## src/rtl/core/smpq_pkg.sv

```systemverilog
// Package of the sorted priority queue: command and status codes, cell control.
// No dependencies.
package smpq_pkg;

  localparam int unsigned CAPACITY = 16;
  localparam int unsigned KEY_BITS = 32;
  localparam int unsigned TAG_BITS = 16;
  localparam int unsigned OCC_BITS = 5;
  localparam int unsigned CMD_BITS = 2;
  localparam int unsigned STATUS_BITS = 2;

  typedef enum logic [CMD_BITS-1:0] {
    CMD_INSERT = 2'd0,
    CMD_POP    = 2'd1,
    CMD_CLEAR  = 2'd2
  } cmd_e;

  typedef enum logic [STATUS_BITS-1:0] {
    ST_OK    = 2'd0,
    ST_EMPTY = 2'd1,
    ST_FULL  = 2'd2
  } status_e;

  typedef enum logic [1:0] {
    OP_HOLD,
    OP_INSERT,
    OP_POP
  } cell_op_e;

  typedef struct packed {
    cell_op_e op;
    logic     occ;
  } cell_ctl_t;

endpackage

```

## src/rtl/core/smpq_if.sv

```systemverilog
// Handshake interfaces of the priority queue: command channel and result channel.
// Depends on smpq_pkg.
interface smpq_cmd_if #(
  parameter int unsigned KEY_BITS = smpq_pkg::KEY_BITS,
  parameter int unsigned TAG_BITS = smpq_pkg::TAG_BITS
);
  logic                              valid;
  logic                              ready;
  logic [smpq_pkg::CMD_BITS-1:0]     command;
  logic [KEY_BITS-1:0]               key;
  logic [TAG_BITS-1:0]               payload_tag;

  modport source (output valid, command, key, payload_tag, input ready);
  modport sink   (input valid, command, key, payload_tag, output ready);
endinterface

interface smpq_res_if #(
  parameter int unsigned KEY_BITS = smpq_pkg::KEY_BITS,
  parameter int unsigned TAG_BITS = smpq_pkg::TAG_BITS
);
  logic                              valid;
  logic                              ready;
  logic [smpq_pkg::STATUS_BITS-1:0]  status;
  logic                              popped_valid;
  logic [KEY_BITS-1:0]               popped_key;
  logic [TAG_BITS-1:0]               popped_tag;
  logic [smpq_pkg::OCC_BITS-1:0]     occupancy;

  modport source (output valid, status, popped_valid, popped_key, popped_tag, occupancy,
                  input ready);
  modport sink   (input valid, status, popped_valid, popped_key, popped_tag, occupancy,
                  output ready);
endinterface

```

## src/rtl/core/smpq_cell.sv

```systemverilog
// One slot of the sorted shift array: holds a key and tag, moves left, right or holds.
// Depends on smpq_pkg.
module smpq_cell #(
  parameter int unsigned KEY_BITS = smpq_pkg::KEY_BITS,
  parameter int unsigned TAG_BITS = smpq_pkg::TAG_BITS
) (
  input  logic                  clk_i,
  input  smpq_pkg::cell_ctl_t   ctl_i,
  input  logic [KEY_BITS-1:0]   new_key_i,
  input  logic [TAG_BITS-1:0]   new_tag_i,
  input  logic                  left_le_i,
  input  logic [KEY_BITS-1:0]   left_key_i,
  input  logic [TAG_BITS-1:0]   left_tag_i,
  input  logic [KEY_BITS-1:0]   right_key_i,
  input  logic [TAG_BITS-1:0]   right_tag_i,
  output logic                  le_o,
  output logic [KEY_BITS-1:0]   key_o,
  output logic [TAG_BITS-1:0]   tag_o
);

  logic [KEY_BITS-1:0] key_q, key_d;
  logic [TAG_BITS-1:0] tag_q, tag_d;

  // equal keys stay ahead of the new entry
  assign le_o = ctl_i.occ && (key_q <= new_key_i);

  always_comb begin
    key_d = key_q;
    tag_d = tag_q;
    unique case (ctl_i.op)
      smpq_pkg::OP_INSERT: begin
        if (!le_o) begin
          if (left_le_i) begin
            key_d = new_key_i;
            tag_d = new_tag_i;
          end else begin
            key_d = left_key_i;
            tag_d = left_tag_i;
          end
        end
      end
      smpq_pkg::OP_POP: begin
        key_d = right_key_i;
        tag_d = right_tag_i;
      end
      default: begin
        key_d = key_q;
        tag_d = tag_q;
      end
    endcase
  end

  always_ff @(posedge clk_i) begin
    key_q <= key_d;
    tag_q <= tag_d;
  end

  assign key_o = key_q;
  assign tag_o = tag_q;

endmodule

```

## src/rtl/core/stable_min_priority_queue.sv

```systemverilog
// Sorted priority queue built as a row of shift cells, smallest key at the front.
// A command's result appears in the output register in the cycle after acceptance.
// Throughput: one command per cycle while the result channel is not stalled; every cell updates in parallel.
// Reset clears the entry count and the result valid flag; cells and result fields stay unset.
// Depends on smpq_pkg, smpq_if and smpq_cell.
module stable_min_priority_queue #(
  parameter int unsigned CAPACITY = smpq_pkg::CAPACITY,
  parameter int unsigned KEY_BITS = smpq_pkg::KEY_BITS,
  parameter int unsigned TAG_BITS = smpq_pkg::TAG_BITS
) (
  input  logic     clk_i,
  input  logic     rst_ni,
  smpq_cmd_if.sink   cmd_i,
  smpq_res_if.source res_o
);

  localparam int unsigned CntBits = $clog2(CAPACITY + 1);
  localparam int unsigned OccBits = smpq_pkg::OCC_BITS;
  localparam logic [CntBits-1:0] CntFull = CntBits'(CAPACITY);

  logic [CntBits-1:0] count_q, count_d;
  logic               fire;
  smpq_pkg::cell_op_e op;

  logic                            res_valid_q, res_valid_d;
  logic [smpq_pkg::STATUS_BITS-1:0] status_q, status_d;
  logic                            pvalid_q, pvalid_d;
  logic [KEY_BITS-1:0]             pkey_q, pkey_d;
  logic [TAG_BITS-1:0]             ptag_q, ptag_d;
  logic [OccBits-1:0]              occ_q, occ_d;
  logic [CntBits+OccBits-1:0]      count_wide;

  logic                cell_le  [CAPACITY];
  logic [KEY_BITS-1:0] cell_key [CAPACITY];
  logic [TAG_BITS-1:0] cell_tag [CAPACITY];

  assign cmd_i.ready = !res_valid_q || res_o.ready;
  assign fire        = cmd_i.valid && cmd_i.ready;

  // command decode
  always_comb begin
    op       = smpq_pkg::OP_HOLD;
    count_d  = count_q;
    status_d = smpq_pkg::ST_OK;
    pvalid_d = 1'b0;
    pkey_d   = '0;
    ptag_d   = '0;
    if (fire) begin
      unique case (cmd_i.command)
        smpq_pkg::CMD_INSERT: begin
          if (count_q == CntFull) begin
            status_d = smpq_pkg::ST_FULL;
          end else begin
            op      = smpq_pkg::OP_INSERT;
            count_d = count_q + 1'b1;
          end
        end
        smpq_pkg::CMD_POP: begin
          if (count_q == '0) begin
            status_d = smpq_pkg::ST_EMPTY;
          end else begin
            op       = smpq_pkg::OP_POP;
            count_d  = count_q - 1'b1;
            pvalid_d = 1'b1;
            pkey_d   = cell_key[0];
            ptag_d   = cell_tag[0];
          end
        end
        smpq_pkg::CMD_CLEAR: begin
          count_d = '0;
        end
        default: begin
          count_d = count_q;
        end
      endcase
    end
  end

  assign count_wide  = {{OccBits{1'b0}}, count_d};
  assign occ_d       = count_wide[OccBits-1:0];
  assign res_valid_d = fire ? 1'b1 : (res_o.ready ? 1'b0 : res_valid_q);

  for (genvar i = 0; i < CAPACITY; i++) begin : g_cell
    smpq_pkg::cell_ctl_t ctl;
    logic                left_le;
    logic [KEY_BITS-1:0] left_key, right_key;
    logic [TAG_BITS-1:0] left_tag, right_tag;

    assign ctl.op  = op;
    assign ctl.occ = (count_q > CntBits'(i));

    if (i == 0) begin : g_first
      assign left_le  = 1'b1;
      assign left_key = cmd_i.key;
      assign left_tag = cmd_i.payload_tag;
    end else begin : g_mid
      assign left_le  = cell_le[i-1];
      assign left_key = cell_key[i-1];
      assign left_tag = cell_tag[i-1];
    end

    if (i == CAPACITY - 1) begin : g_last
      assign right_key = cell_key[i];
      assign right_tag = cell_tag[i];
    end else begin : g_inner
      assign right_key = cell_key[i+1];
      assign right_tag = cell_tag[i+1];
    end

    smpq_cell #(
      .KEY_BITS (KEY_BITS),
      .TAG_BITS (TAG_BITS)
    ) u_cell (
      .clk_i       (clk_i),
      .ctl_i       (ctl),
      .new_key_i   (cmd_i.key),
      .new_tag_i   (cmd_i.payload_tag),
      .left_le_i   (left_le),
      .left_key_i  (left_key),
      .left_tag_i  (left_tag),
      .right_key_i (right_key),
      .right_tag_i (right_tag),
      .le_o        (cell_le[i]),
      .key_o       (cell_key[i]),
      .tag_o       (cell_tag[i])
    );
  end

  always_ff @(posedge clk_i or negedge rst_ni) begin
    if (!rst_ni) begin
      count_q     <= '0;
      res_valid_q <= 1'b0;
    end else begin
      count_q     <= count_d;
      res_valid_q <= res_valid_d;
    end
  end

  always_ff @(posedge clk_i) begin
    if (fire) begin
      status_q <= status_d;
      pvalid_q <= pvalid_d;
      pkey_q   <= pkey_d;
      ptag_q   <= ptag_d;
      occ_q    <= occ_d;
    end
  end

  assign res_o.valid        = res_valid_q;
  assign res_o.status       = status_q;
  assign res_o.popped_valid = pvalid_q;
  assign res_o.popped_key   = pkey_q;
  assign res_o.popped_tag   = ptag_q;
  assign res_o.occupancy    = occ_q;

endmodule

```

## src/flat_wrapper.sv

```systemverilog
// flat-port wrapper written by rule: the top's interface ports become plain ports
module stable_min_priority_queue_flat 
#(
  parameter int unsigned CAPACITY = smpq_pkg::CAPACITY,
  parameter int unsigned KEY_BITS = smpq_pkg::KEY_BITS,
  parameter int unsigned TAG_BITS = smpq_pkg::TAG_BITS
)
  (clk_i, rst_ni, cmd_i_valid, cmd_i_command, cmd_i_key, cmd_i_payload_tag, cmd_i_ready, res_o_valid, res_o_status, res_o_popped_valid, res_o_popped_key, res_o_popped_tag, res_o_occupancy, res_o_ready);
  smpq_cmd_if #(.KEY_BITS(KEY_BITS), .TAG_BITS(TAG_BITS)) cmd_i_i ();
  smpq_res_if #(.KEY_BITS(KEY_BITS), .TAG_BITS(TAG_BITS)) res_o_i ();
  input  logic clk_i;
  input  logic rst_ni;
  input wire logic [$bits(cmd_i_i.valid)-1:0] cmd_i_valid;
  input wire logic [$bits(cmd_i_i.command)-1:0] cmd_i_command;
  input wire logic [$bits(cmd_i_i.key)-1:0] cmd_i_key;
  input wire logic [$bits(cmd_i_i.payload_tag)-1:0] cmd_i_payload_tag;
  output wire logic [$bits(cmd_i_i.ready)-1:0] cmd_i_ready;
  output wire logic [$bits(res_o_i.valid)-1:0] res_o_valid;
  output wire logic [$bits(res_o_i.status)-1:0] res_o_status;
  output wire logic [$bits(res_o_i.popped_valid)-1:0] res_o_popped_valid;
  output wire logic [$bits(res_o_i.popped_key)-1:0] res_o_popped_key;
  output wire logic [$bits(res_o_i.popped_tag)-1:0] res_o_popped_tag;
  output wire logic [$bits(res_o_i.occupancy)-1:0] res_o_occupancy;
  input wire logic [$bits(res_o_i.ready)-1:0] res_o_ready;
  assign cmd_i_i.valid = cmd_i_valid;
  assign cmd_i_i.command = cmd_i_command;
  assign cmd_i_i.key = cmd_i_key;
  assign cmd_i_i.payload_tag = cmd_i_payload_tag;
  assign cmd_i_ready = cmd_i_i.ready;
  assign res_o_valid = res_o_i.valid;
  assign res_o_status = res_o_i.status;
  assign res_o_popped_valid = res_o_i.popped_valid;
  assign res_o_popped_key = res_o_i.popped_key;
  assign res_o_popped_tag = res_o_i.popped_tag;
  assign res_o_occupancy = res_o_i.occupancy;
  assign res_o_i.ready = res_o_ready;
  stable_min_priority_queue #(.CAPACITY(CAPACITY), .KEY_BITS(KEY_BITS), .TAG_BITS(TAG_BITS)) u_core (.clk_i(clk_i), .rst_ni(rst_ni), .cmd_i(cmd_i_i), .res_o(res_o_i));
endmodule
```

## config.mk

```make
export PLATFORM = sky130hd
export DESIGN_NAME = stable_min_priority_queue_flat
export DESIGN_NICKNAME = d
export VERILOG_FILES = /design/src/rtl/core/smpq_pkg.sv /design/src/rtl/core/smpq_if.sv /design/src/rtl/core/smpq_cell.sv /design/src/rtl/core/stable_min_priority_queue.sv /design/src/flat_wrapper.sv
export SDC_FILE = /design/constraint.sdc
export NUM_CORES = 2
export LEC_CHECK = 0
export BUFFER_PORTS_ARGS = -buffer_cell sky130_fd_sc_hd__buf_2
export CORE_ASPECT_RATIO = 0.8
export CORE_MARGIN = 2
export CORE_UTILIZATION = 30
export DETAILED_ROUTE_END_ITERATION = 16
export SETUP_SLACK_MARGIN = 0.05
export SYNTH_ARGS = -nofsm -noshare
export SYNTH_HDL_FRONTEND = slang
export SYNTH_HIERARCHICAL = 1
export SYNTH_SLANG_ARGS = --single-unit
```

## constraint.sdc

```tcl
create_clock -name clk_i -period 7.26 [get_ports clk_i]
set_input_delay 1.452 -clock clk_i [delete_from_list [all_inputs] [get_ports clk_i]]
set_output_delay 1.452 -clock clk_i [all_outputs]
set_load 0.03 [all_outputs]
```

; Word-level counts from Yosys, hierarchy flattened
; Index checks and enable logic that the tools add are counted.
; W data, S select, Z words.
[word_totals]
regBits = 830
input_bits = 54
elab_cells = 239
[op_classes]
reduce_logical = 40
add_sub_neg = 2
magnitude_cmp = 32
eq_ne = 20
bitwise = 2
muxes = 104
[op_table]
columns = cell, count
row1 = $mux W32, 30
row2 = $pmux W32 S2, 15
row3 = $le A32 B32 Y1, 16
row4 = $mux W16, 30
row5 = $pmux W16 S2, 15
row6 = $gt A5 B4 Y1 const B, 8
row7 = $reduce_and A2 Y1, 16
row8 = $ne A2 B2 Y1 const B, 15
row9 = $gt A5 B3 Y1 const B, 4
row10 = $logic_and A1 B1 Y1, 17
row11 = $mux W5, 3
row12 = $pmux W5 S3, 1
row13 = $gt A5 B1 Y1 const B, 2
row14 = $gt A5 B2 Y1 const B, 2
row15 = $pmux W2 S2, 2
row16 = $mux W2, 3
row17 = $add A5 B1 Y5 const B, 1
row18 = $eq A5 B5 Y1 const B, 1
row19 = $logic_not A5 Y1, 1
row20 = $mux W1, 5
row21 = $sub A5 B1 Y5 const B, 1
row22 = $eq A2 B1 Y1 const B, 2
row23 = $eq A2 B2 Y1 const B, 2
row24 = $reduce_bool A2 Y1, 2
row25 = other kinds (5), 6

; Depth between registers and ports, before layout
[depth]
word_depth = 7
ltp_mapped = 13
mapped_depth_nobuf = 9

; Cells and area by module
; The synthesis kept the hierarchy.
[modules_own_cells]
columns = mod, cells_each, instances, area_each_um2
row1 = smpq_cell, 327, 16, 3263.1
row2 = stable_min_priority_queue, 204, 1, 2697.6

; Worst setup path after synthesis
; OpenSTA, ideal clock, no wires.
[synth_path]
path_kind = input -> register
startpoint = input cmd_i_command[0]
endpoint = register u_core.g_cell[0].u_cell.key_q[0], enable pin
t_required_ns = 6.851
slack_ns = 1.303
arrival_time_ns = 5.549
setup_ns = 0.409
cell_stages = 10
cell_sequence = clkbuf_1 -> and3_4 -> buf_2 -> clkbuf_1 -> nor2b_1 -> nor2b_1 -> clkbuf_1 -> nor2b_1 -> a41oi_1 -> o21a_1
[synth_lines]
columns = element, line
row1 = "start, declared", flat_wrapper.sv:14  ; input wire logic [$bits(cmd_i_i.command)-1:0] cmd_i_command;
row2 = "end signal, assigned", smpq_cell.sv:54  ; key_q <= key_d;
row3 = "end, declared", smpq_cell.sv:21  ; logic [KEY_BITS-1:0] key_q, key_d;

==> metrics.md <==
| Metric | Value |
|---|---|
| Status | complete, no violations |
| 1st-pass router iterations | 6 |
| Multi-input gate area | between 20000 and 30000 um^2 |
| Vias in the first global route | 41314 |
| Fmax | between 150 and 200 MHz |
| Global-route wire length before repair | between 200000 and 250000 um |
| Sequential share of power | between 30% and 40% |
| Hold path depth | 2 |
| Layout cells sized above 1 | ~6.9% |
| DRC viols | 0 |
| Worst Skew | about 31 ps |
| Switch Pwr | just under 0.006 W |
| Clk pwr share | ~27% |
| Period Utilization, post-route | 70.4% |
| Via count | 41122 |
| Placed Instances | just under 8000 |
| CTS buffer count | 91 |
| RD Place Congestion | a little over 0.8 |
| CTS tree | yes |
| Crit path DAT | 5520 ps |
| Die H | around 390 um |
| Finished Layout Cells | 7925 |
| PnR worst setup slack | 2150 ps |
| GR Overflow Total | 0 |
| Initial antenna violation count | 19 |
| Drt total wl | ~150000 um |
| Crit path time final | 5110 ps |
| Post-synthesis cell count | 5433 |
| Reg2reg end | u_core/g_cell[11].u_cell/tag_o[14] |
| Fin. Hold Viols | 0 |
| Tightest Pin Transition | about 1300 ps |
| IO Count | 112 |
| Worst-skew pair later-pin latency | approximately 700 ps |
| Die footprint | approximately 190000 um^2 |
| Synthesized cell area | around 55000 um^2 |
| Switching fraction of total power | around 34% |
| Worst-path clk slew | 60 ps |
| 1st-iter DRT viols | 3125 |
| Slew Limit Fails | 0 |
| Setup violations, final | 0 |
| CP startpoint kind | input port |
| Vias per std cell | 5.19 |
| Reg-to-reg setup timing slack | 2610 ps |
| Kind of critical path | input port to flop |
| VDD IR-drop max | roughly 0.2 mV |
| Post_cts resized | 0 |
| Bufs on Longest Clock Path | 3 |
| Endpoint, Worst Hold | u_core/res_o.valid |
| CTS sink count | between 800 and 900 |
| R2R Path Start | u_core/count_q[1] |
| Hold Startpoint | u_core/res_o.valid |
| Power share of the combinational group | about a third |
| Setup TNS | 0 ps |
| Routed Antenna Nets | 0 |
| Syn_nets | roughly 6000 |
| Rows | 140 |
| Dpl hpwl | 110000 um |
| Commonest non-fill, non-tap cells in the layout | nand2_1, edfxtp_1, o21ai_0 |
| Initial Utilization | a little under a third |
| Hold buffers post-CTS | 0 |
| Register area | 24900 um^2 |
| Cell Int Power | ~0.011 W |
| Largest net degree at the start of global routing | 97 |
| Synth Area per Inst | roughly 10 um^2 |
| GRT Overall Usage | about 15% |
| Worst r2r path cells | 11 |
| Nets@finish | ~6000 |
| Fillers | about 19000 |
| Crit path max fanout | 25 |
| Commonest non-fill, non-tap cell in the layout | nand2_1 |
| Routed len/inst | 18.8 um |
| Root Buffer | clkbuf_16 |
| Port Buffers | 111 |
| Setup Buffers After CTS | 0 |
| Cell Pwr Density | approximately 280 nW/um^2 |
| Post-place setup slack | ~1500 ps |
| RSZ-0062 raised after global routing | false |
| Die X | between 400 and 500 um |
| H-tree Lvls | 3 |
| Crit end category | flop |
| Max-Slew Margin vs Limit | 15.4% |
| Synth warn | 6 |
| Area grow syn2layout | 11.3% |
| LEAKAGE | around 24 nW |
| Floorplan core area | roughly 180000 um^2 |
| # Max-Cap Violations | 0 |
| Hold slack | between 500 and 600 ps |
| Worst Hold Class | flop to flop |
| CP Data Required Time | about 7700 ps |
## worst max-delay path by stage
stage	from	endpoint	slack, ps	depth (start not counted)
floorplan	cmd_i_command[0]	u_core/g_cell[0].u_cell/key_o[0]	1300	10
global route	cmd_i_key[23]	u_core/g_cell[13].u_cell/tag_o[13]	1920	11
detailed placement	cmd_i_key[9]	u_core/g_cell[0].u_cell/tag_o[6]	1530	9
global placement	cmd_i_key[9]	u_core/g_cell[0].u_cell/tag_o[8]	1580	9
finish	cmd_i_key[23]	u_core/g_cell[15].u_cell/tag_o[13]	2150	11
CTS	cmd_i_key[9]	u_core/g_cell[0].u_cell/tag_o[6]	2280	9
## critical path: stages
cell,delay (ps)
buf_2,470
inv_1,110
ha_1,350
a21oi_1,150
o21ai_0,110
a221oi_1,770
nand4_1,250
o21ai_4,890
buf_4,560
mux2i_1,260
o21ai_0,90
## flip-flops by register name (all words and copies together) (netlist names)
register / cells
u_core/g_cell.u_cell/tag_o: 256
u_core/res_o.popped_tag: 16
u_core/res_o.occupancy: 5
u_core/res_o.valid: 1
u_core/res_o.popped_key: 32
u_core/count_q: 5
u_core/g_cell.u_cell/key_o: 512
u_core/res_o.popped_valid: 1
u_core/res_o.status: 2
## through the flow
| stage | utilization, % | power (W) | cell area (um^2) |
|---|---|---|---|
| after floorplan | - | 0.0110 | 54900 |
| after CTS | 33.6 | 0.0173 | 61100 |
| final | 33.6 | 0.0172 | 61100 |
| after global routing | 33.6 | 0.0181 | 61100 |
| after detailed placement | 32.0 | 0.0126 | 58200 |
| after global placement | 32.0 | 0.0124 | 58200 |
## layer usage
| layer | vias up | routed length (um) | track usage [%] |
|---|---|---|---|
| li1 | 19725 | - | - |
| met1 | 20398 | 72900 | 22.7 |
| met3 | 172 | 7020 | 2.15 |
| met5 | - | 26 | 0 |
| met4 | 4 | 2300 | 2.90 |
| met2 | 823 | 66700 | 24.3 |
## area by class of cell
cell class / count / share of cell area [%]
Multi-Input combinational cell: 3800 / 44.5
Sequential cell: 830 / 40.7
Tap cell: 2414 / 4.94
Clock buffer: 116 / 3.96
Inverter: 520 / 3.19
Timing Repair Buffer: 191 / 1.91
Clock inverter: 51 / 0.774
Antenna cell: 3 / 0.0123
## power groups by stage
stage	combinational [W]	clock, W	sequential, W
floorplan	0.00421	0	0.00681
global placement	0.00542	0	0.00695
detailed placement	0.00562	0	0.00694
CTS	0.00563	0.00480	0.00685
global route	0.00625	0.00496	0.00691
finish	0.00566	0.00468	0.00685
No activity file was read; power rests on OpenSTA's default activity.
